==> src/rtl/idq_pkg.sv <==
package idq_pkg;

	localparam int DEPTH  = 16;
	localparam int DATA_W = 32;
	localparam int ADDR_W = (DEPTH > 1) ? $clog2(DEPTH) : 1;
	localparam int CNT_W  = $clog2(DEPTH + 1);

	typedef enum logic [1:0] {
		OP_INSERT    = 2'd0,
		OP_POP_FRONT = 2'd1,
		OP_POP_REAR  = 2'd2,
		OP_PEEK      = 2'd3
	} op_t;

	typedef enum logic [1:0] {
		ST_OK        = 2'd0,
		ST_OVERFLOW  = 2'd1,
		ST_UNDERFLOW = 2'd2
	} status_t;

	typedef struct packed {
		op_t                        op;
		logic signed [DATA_W-1:0]   data_in;
	} cmd_t;

	typedef struct packed {
		logic signed [DATA_W-1:0]   data_out;
		status_t                    status;
		logic                       is_empty;
		logic                       is_full;
	} result_t;

	// request from the pointer logic to the entry store
	typedef struct packed {
		logic                  we;
		logic                  re;
		logic [ADDR_W-1:0]     addr;
		logic [DATA_W-1:0]     wdata;
	} mem_req_t;

	// per-transaction outcome known at accept time
	typedef struct packed {
		logic                  valid;
		logic                  use_mem;
		status_t               status;
		logic                  is_empty;
		logic                  is_full;
	} step_t;

	function automatic logic [ADDR_W-1:0] wrap_inc(input logic [ADDR_W-1:0] idx);
		logic [ADDR_W-1:0] r;
		if (idx == ADDR_W'(DEPTH - 1)) r = '0;
		else                           r = idx + ADDR_W'(1);
		return r;
	endfunction

	function automatic logic [ADDR_W-1:0] wrap_dec(input logic [ADDR_W-1:0] idx);
		logic [ADDR_W-1:0] r;
		if (idx == '0) r = ADDR_W'(DEPTH - 1);
		else           r = idx - ADDR_W'(1);
		return r;
	endfunction

endpackage

==> src/rtl/idq_ram.sv <==
module idq_ram #(
	parameter int WIDTH = 32,
	parameter int DEPTH = 16
) (
	input  logic                     clk,
	input  logic                     we,
	input  logic                     re,
	input  logic [$clog2(DEPTH)-1:0] addr,
	input  logic [WIDTH-1:0]         wdata,
	output logic [WIDTH-1:0]         rdata
);

	logic [WIDTH-1:0] mem [DEPTH];

	always_ff @(posedge clk) begin
		if (we) begin
			mem[addr] <= wdata;
		end
		if (re) begin
			rdata <= mem[addr];
		end
	end

endmodule

==> src/rtl/idq_ctrl.sv <==
module idq_ctrl (
	input  logic            clk,
	input  logic            arst_n,
	input  logic            accept,
	input  idq_pkg::cmd_t   cmd,
	output idq_pkg::mem_req_t req,
	output idq_pkg::step_t  step
);
	import idq_pkg::*;

	logic [ADDR_W-1:0] head_q, tail_q, head_n, tail_n, tail_dec;
	logic [CNT_W-1:0]  occ_q, occ_n;
	logic              full, empty;

	assign full     = (occ_q == CNT_W'(DEPTH));
	assign empty    = (occ_q == '0);
	assign tail_dec = wrap_dec(tail_q);

	always_comb begin
		head_n       = head_q;
		tail_n       = tail_q;
		occ_n        = occ_q;
		req.we       = 1'b0;
		req.re       = 1'b0;
		req.addr     = head_q;
		req.wdata    = cmd.data_in;
		step.use_mem = 1'b0;
		step.status  = ST_OK;
		if (cmd.op == OP_INSERT) begin
			if (full) begin
				step.status = ST_OVERFLOW;
			end else begin
				req.we   = accept;
				req.addr = tail_q;
				tail_n   = wrap_inc(tail_q);
				occ_n    = occ_q + CNT_W'(1);
			end
		end else if (empty) begin
			step.status = ST_UNDERFLOW;
		end else begin
			req.re       = accept;
			step.use_mem = 1'b1;
			case (cmd.op)
				OP_POP_FRONT: begin
					head_n = wrap_inc(head_q);
					occ_n  = occ_q - CNT_W'(1);
				end
				OP_POP_REAR: begin
					req.addr = tail_dec;
					tail_n   = tail_dec;
					occ_n    = occ_q - CNT_W'(1);
				end
				default: begin
				end
			endcase
		end
		step.valid    = accept;
		step.is_empty = (occ_n == '0);
		step.is_full  = (occ_n == CNT_W'(DEPTH));
	end

	always_ff @(posedge clk or negedge arst_n) begin
		if (!arst_n) begin
			head_q <= '0;
			tail_q <= '0;
			occ_q  <= '0;
		end else if (accept) begin
			head_q <= head_n;
			tail_q <= tail_n;
			occ_q  <= occ_n;
		end
	end

endmodule

==> src/rtl/input_restricted_deque.sv <==
// the result strobe is registered and comes in the cycle after the accepting edge
// throughput: one transaction per cycle, busy stays low; the single-port entry
// store is touched at most once per transaction, write at accept or read at accept
// reset: asynchronous active-low arst_n empties the queue (head, tail, count)
// and drops any pending result; the entry store itself is not cleared
// the receiver cannot stall, so each result is shown for exactly one cycle
module input_restricted_deque (
	input  logic              clk,
	input  logic              arst_n,
	input  logic              start,
	output logic              busy,
	input  idq_pkg::cmd_t     cmd,
	output logic              done,
	output idq_pkg::result_t  result
);
	import idq_pkg::*;

	logic              accept;
	mem_req_t          req;
	step_t             step;
	step_t             step_s1;
	logic [DATA_W-1:0] rdata;

	// no multi-cycle work: a new transaction can enter every cycle
	assign busy   = 1'b0;
	assign accept = start && !busy;

	// head/tail/count logic, decides the store access and status at accept
	idq_ctrl u_ctrl (
		.clk    (clk),
		.arst_n (arst_n),
		.accept (accept),
		.cmd    (cmd),
		.req    (req),
		.step   (step)
	);

	// entry store; a write at one edge is visible to a read issued the
	// next cycle, and only one access happens per cycle, so no forwarding
	idq_ram #(
		.WIDTH (DATA_W),
		.DEPTH (DEPTH)
	) u_ram (
		.clk   (clk),
		.we    (req.we),
		.re    (req.re),
		.addr  (req.addr),
		.wdata (req.wdata),
		.rdata (rdata)
	);

	// result stage lines up with the registered read data
	always_ff @(posedge clk or negedge arst_n) begin
		if (!arst_n) begin
			step_s1 <= '0;
		end else begin
			step_s1 <= step;
		end
	end

	assign done = step_s1.valid;

	always_comb begin
		result.status   = step_s1.status;
		result.is_empty = step_s1.is_empty;
		result.is_full  = step_s1.is_full;
		if (step_s1.use_mem) begin
			result.data_out = rdata;
		end else if (step_s1.status == ST_UNDERFLOW) begin
			// underflow reports all ones
			result.data_out = '1;
		end else begin
			result.data_out = '0;
		end
	end

endmodule

==> config.mk <==
export PLATFORM = sky130hd
export DESIGN_NAME = input_restricted_deque
export DESIGN_NICKNAME = d
export VERILOG_FILES = /design/src/rtl/idq_pkg.sv /design/src/rtl/idq_ram.sv /design/src/rtl/idq_ctrl.sv /design/src/rtl/input_restricted_deque.sv
export SDC_FILE = /design/constraint.sdc
export NUM_CORES = 1
export LEC_CHECK = 0
export BUFFER_PORTS_ARGS = -buffer_cell sky130_fd_sc_hd__buf_2
export CAP_MARGIN = 15
export CORE_MARGIN = 2
export CORE_UTILIZATION = 33
export CTS_CLUSTER_DIAMETER = 60
export DETAILED_ROUTE_END_ITERATION = 12
export PLACE_DENSITY = 0.58
export SLEW_MARGIN = 15
export SYNTH_ARGS = -nofsm -noshare
export SYNTH_HDL_FRONTEND = slang
export SYNTH_SLANG_ARGS = --single-unit
==> constraint.sdc <==
create_clock -name clk -period 6.15 [get_ports clk]
set_input_delay 0.615 -clock clk [delete_from_list [all_inputs] [get_ports clk]]
set_output_delay 0.615 -clock clk [all_outputs]
set_load 0.01 [all_outputs]
Word-level counts from Yosys, hierarchy flattened
Memories as Yosys holds them, arrays and structs flattened. A register that Yosys moved wholly into a read port is not among the register bits.
Index checks and enable logic that the tools add are counted.

storage, ports and cells
  bits of input ports = 37
  bits in writable memories = 512
  output and inout port bits = 38
  word-level logic and storage cells = 60
  memories = 1
  register bits = 19

operators by class
  reduce and logical (&&, ||, !) cells = 8
  bitwise logic cells = 2
  eq/ne operators = 9
  mux-type cells = 27
  add/subtract/negate cells = 5

memories
  name       depth  bits a word  rd ports  clocked after memory_dff  write ports  RTL line       source
  u_ram.mem  16     32           1         1                         1            idq_ram.sv:13  logic [WIDTH-1:0] mem [DEPTH];

operators with widths
  kind                                                                number
  32-bit two-way mux                                                  2
  4-bit two-way mux                                                   10
  5-bit two-way mux                                                   5
  5-bit == test, second input constant                                2
  5-bit logical NOT                                                   2
  4-bit by 1-bit adder with 4-bit output, second input constant       2
  4-bit == test, second input constant                                2
  1-bit two-way mux                                                   8
  4-bit AND reduction                                                 2
  5-bit by 1-bit adder with 5-bit output, second input constant       1
  5-bit by 1-bit subtractor with 5-bit output, second input constant  1
  2-bit == test, second input constant                                2
  4-bit logical NOT                                                   1
  2-bit two-way mux                                                   2
  2-bit inequality test, second input constant                        2
  4-bit by 1-bit subtractor with 4-bit output, second input constant  1
  2-bit by 1-bit == test with 1-bit output, second input constant     1
  2-bit logical NOT                                                   1
  1-bit inverter                                                      2
  2-bit nonzero test                                                  1
  2-bit OR reduction                                                  1

Logic depth before layout (Yosys ltp)
  depth after elaboration = 6
  depth in mapped cells = 13
  gate-level depth less buffers = 9

Hierarchy
From an unflattened synthesis, not the netlist that was laid out.

unflattened totals
  cell total of the unflattened synthesis = 1065
  area, all modules = 22136.2 um^2

by module, submodules not included
  module                  area each (um^2)  times used  cells each  sequential area each (um^2)
  idq_ram                 20183.1           1           840         16335.7
  idq_ctrl                1446.4            1           173         325.3
  input_restricted_deque  506.7             1           52          150.1

Worst setup path before layout
OpenSTA, ideal clock, no wires.

  path type = register -> register
  start = register u_ctrl.occ_q[0]
  end = memory u_ram.mem[12][0], enable pin
  data required time = 5.689 ns
  path slack = 1.040 ns
  data arrival time = 4.649 ns
  cell stages (with the launch flop) = 11
  setup time = 0.461 ns
  period minus slack after synthesis = 5.110 ns
  buffers on the path = 3
  cells stage by stage = dfrtp_1 > inv_1 > ha_1 > or4b_4 > buf_6 > a31o_1 > o21ai_4 > buf_2 > buf_2 > nand3_1 > nor3_1

between the ends
  cells in the longest elaborated chain, start to end = 5
  elaborated cells on any way between the ends = 9
  those cells by class = eq/ne: 1; mux: 7; reduce/logical: 1

ends and longest elaborated chain
  element                                  RTL line        source
  from (decl)                              idq_ctrl.sv:12  logic [CNT_W-1:0] occ_q, occ_n;
  from (signal assigned)                   idq_ctrl.sv:70  occ_q <= occ_n;
  5-bit == test                            idq_ctrl.sv:15  assign full = (occ_q == CNT_W'(DEPTH));
  1-bit two-way mux                        idq_ctrl.sv:30  if (full) begin
  1-bit two-way mux                        idq_ctrl.sv:29  if (cmd.op == OP_INSERT) begin
  1-bit two-way mux                        idq_ram.sv:16   if (we) begin
  1-bit two-way mux (implied by the code)  idq_ram.sv:17   mem[addr] <= wdata;
  to (decl)                                idq_ram.sv:13

Parallel ways exist; a longest one is shown, timed or not.

Final worst setup path
  start = register u_ctrl.occ_q[0]
  end = register u_ram.rdata[31], read port of u_ram.mem (data pin)

between the ends
  cells in the longest elaborated chain, start to end = 3
  elaborated cells on any way between the ends = 6
  those cells by class = eq/ne: 1; mux: 4; reduce/logical: 1

ends and longest elaborated chain
  element                                                        RTL line                        source
  5-bit == test / 5-bit logical NOT (equally long branches)      idq_ctrl.sv:15, idq_ctrl.sv:16
  4-bit two-way mux / 5-bit two-way mux (equally long branches)  idq_ctrl.sv:30, idq_ctrl.sv:38
  4-bit two-way mux / 1-bit two-way mux (equally long branches)  idq_ctrl.sv:29
  to (decl)                                                      idq_ram.sv:10                   output logic [WIDTH-1:0] rdata

Parallel ways exist; a longest one is shown, timed or not.
A chain may end at the register's enable or synchronous reset.

==> results_dict.tcl <==
set metrics [dict create \
    rsz0062_at_grt "false" \
    routed_via_density 5.07 \
    whs_ns 0.303 \
    p_per_area_mw_per_mm2 426 \
    hold_viol 0 \
    initial_utilization 0.334 \
    clk_pin_slew_ns 0.06 \
    leakagePower_uw 0.00907 \
    power.internal_uw 7530 \
    endpoint_kind "flop" \
    drtIter0Drc 1041 \
    grt_overflow 0 \
    cts_buffers 55 \
    grt_pass1_vias 12200 \
    wl_per_cell_um 21.5 \
    nets 1513 \
    switching_share 0.309 \
    drtAntennaViolNets 0 \
    die_area_mm2 0.0702 \
    cts_root_buffer "clkbuf_16" \
    grt_antenna_before_repair 0 \
    synth_cells 1388 \
    tightest_slew_ns 1.00 \
    ys_async_sr_fraction 0.0337 \
    grt_max_degree 76 \
    p_switching_uw 3360 \
    drive_gt1_frac 0.150 \
    ys_types 61 \
    synth-seq-cells 563 \
    maxCapViolCount 0 \
    firstDrtPassIters 5 \
    num_io_pins 75 \
    max_slew_margin 0.333 \
    comb_power_share 0.277 \
    report.final.slew_viol_count 0 \
    rows 95 \
    syn_avg_cell_area_um2 16.2 \
    irDropWorstVdd_mv 0.324 \
    arrival_ns 4.91 \
    core-area_mm2 0.0673 \
    fin_tns_setup_ns 0 \
    cts_buffer_depth 3 \
    clkPwrFrac 0.292 \
    hp-class "in -> reg" \
    portBuffers 73 \
    postCtsSetupBuffers 0 \
    clk_latency_ns 0.60 \
    required_ns 6.47 \
    synth_edf_count 544 \
    pwr-share-seq 0.431 \
    path_class "reg -> reg" \
    htree_levels 2 \
    fp.dieH_um 265 \
    timing.fmax_ghz 0.218 \
    setup_viol_count_final 0 \
    critPathMaxFanout 69 \
    grt_pass1_wl_mm 77.5 \
    yosys_most_used_dff "edfxtp_1" \
    finClkSkew_ns 0.0150 \
    min_period_ns 4.59 \
    synth_area_mm2 0.0225 \
    grt.total_usage 0.145 \
    cts_tree "done" \
    antenna_cells 0 \
    synth_nets 1433 \
    status "complete, no violations" \
    area_growth_pct 13.8 \
    drc_errors 0 \
    yosys_warnings 0 \
    fin_crit_sh 0.746 \
    routabilityCongestion 0.766 \
    vias 12100 \
    synth-seq-area-share 0.749 \
    start_kind "flop" \
    numClockSinks 563 \
    dpl.hpwl_mm 30.1 \
    die_x_um 265 \
    wl_mm 51.2 \
]
==> critical path, stage by stage, from the launching register on <==
cell and delay [ns]:
dfrtp_1 0.44, inv_1 0.12, ha_1 0.27, nor4bb_1 0.78
mux2i_1 0.42, o21ai_4 0.10, buf_4 0.35, or2b_2 0.93
o22ai_1 0.23, or4_1 0.64
==> stage by stage <==
| step | util | total power (µW) | area [µm²] | setup slack, ns | instances |
|---|---|---|---|---|---|
| after floorplan | - | 6930 | 22500 | 1.04 | 1388 |
| after global placement | 0.355 | 7780 | 23900 | 1.43 | 2283 |
| after detailed placement | 0.355 | 7840 | 23900 | 1.29 | 2283 |
| after CTS | 0.380 | 11000 | 25600 | 1.54 | 2381 |
| after global routing | 0.380 | 11400 | 25600 | 1.33 | 2381 |
| final | 0.380 | 10900 | 25600 | 1.56 | 2381 |
==> registers in the layout (all words and copies together), names as in the netlist <==
| name | flops |
|---|---|
| u_ram.rdata | 32 |
| u_ctrl.occ_q | 5 |
| step_s1 | 1 |
| u_ram.mem | 512 |
| u_ctrl.tail_q | 4 |
| u_ctrl.head_q | 4 |
| result | 4 |
| done | 1 |
==> layout make-up <==
type / instances / area (µm²)
Clock inverter: 27 / 243
Clock buffer: 70 / 1430
Inverter: 11 / 41.3
Sequential cell: 563 / 16800
Timing Repair Buffer: 112 / 711
Fill cell: 6207 / 41700
Tap cell: 873 / 1090
Multi-Input combinational cell: 725 / 5230
==> cell families after synthesis <==
| kind of cell | Yosys count | share of synthesized area |
|---|---|---|
| DFF | 563 | 0.749 |
| buffers and inverters | 100 | 0.0240 |
| adders and majority gates | 8 | 0.00446 |
| AOI/OAI and AO/OA | 269 | 0.0773 |
| muxes | 199 | 0.0889 |
| and+or+nand+nor | 239 | 0.0530 |
| xor gates and xnor gates | 9 | 0.00351 |
| other | 1 | 0.000167 |
==> repair_timing <==
item                      in CTS  in global routing
hold buffers                   1                  0
hold endpoints to repair      19                  0
gates resized for setup        0                  0
==> cell usage after synthesis (2+ instances only) <==
master    instances  share of area
a21o_1           33          0.011
a21oi_1          71          0.016
a22oi_1           3         0.0010
a31oi_1           4         0.0011
a32o_1            2        0.00089
and2_1            5         0.0014
and3_1            2        0.00056
buf_1             3        0.00050
buf_2            35         0.0078
buf_4             6         0.0020
buf_6            13         0.0065
clkbuf_1         32         0.0053
dfrtp_1          19          0.021
edfxtp_1        544           0.73
ha_1              8         0.0045
inv_1            11         0.0018
mux2_2            4         0.0020
mux2i_1         195          0.087
nand2_1         143          0.024
nand3_1           5         0.0011
nand4_1           2        0.00056
nor2_1            8         0.0013
nor2b_1           4         0.0011
nor3_1           17         0.0038
nor3b_1           4         0.0013
nor4b_1           2        0.00078
nor4bb_1          3         0.0013
o21a_1           33          0.011
o21ai_0          10         0.0022
o22ai_1          97          0.027
or4_1            32          0.011
or4b_4            2         0.0012
xnor2_1           6         0.0023
xor2_1            3         0.0012
==> cells in the final DEF, fill, tap and decap left out, drive strengths merged, types with 8 or more instances in the layout <==
| master | count |
|---|---|
| o22ai | 97 |
| nor2 | 8 |
| buf | 111 |
| o21ai | 12 |
| clkbuf | 70 |
| edfxtp | 544 |
| a21o | 33 |
| nand2 | 144 |
| o21a | 33 |
| dfrtp | 19 |
| nor3 | 17 |
| inv | 12 |
| mux2i | 195 |
| clkinv | 18 |
| ha | 8 |
| a21oi | 71 |
| or4 | 32 |
==> power by group through the flow <==
stage	clock network [µW]	registers (µW)	logic, µW
floorplan	0	4700	2230
finish	3180	4700	3020
detailed placement	0	4780	3060
CTS	3250	4700	3070
global placement	0	4770	3010
global route	3400	4730	3300
==> routing by layer <==
| layer | GRT usage | wire length, µm | part of all wire | up-vias |
|---|---|---|---|---|
| met1 | 0.195 | 22800 | 0.45 | 6191 |
| met2 | 0.245 | 25400 | 0.50 | 249 |
| met5 | 0 | 0 | 0 | - |
| met4 | 0.0411 | 1060 | 0.021 | 0 |
| li1 | - | - | - | 5561 |
| met3 | 0.0216 | 1960 | 0.038 | 71 |
==> worst paths after layout <==
path                             startpoint          endpoint  slack (ns)  depth (start not counted)
setup / recovery            u_ctrl.occ_q[0]   u_ram.rdata[31]        1.56                          9
hold / removal                        start              done        0.30                          1
setup reg to reg            u_ctrl.occ_q[0]   u_ram.rdata[31]        1.56                          9
hold reg to reg            u_ctrl.head_q[3]  u_ctrl.head_q[3]        0.60                          1
max in group asynchronous            arst_n        step_s1[4]        5.31                          2
min in group asynchronous            arst_n   u_ctrl.occ_q[4]        0.51                          2
Power figures use the tool's default switching activity.
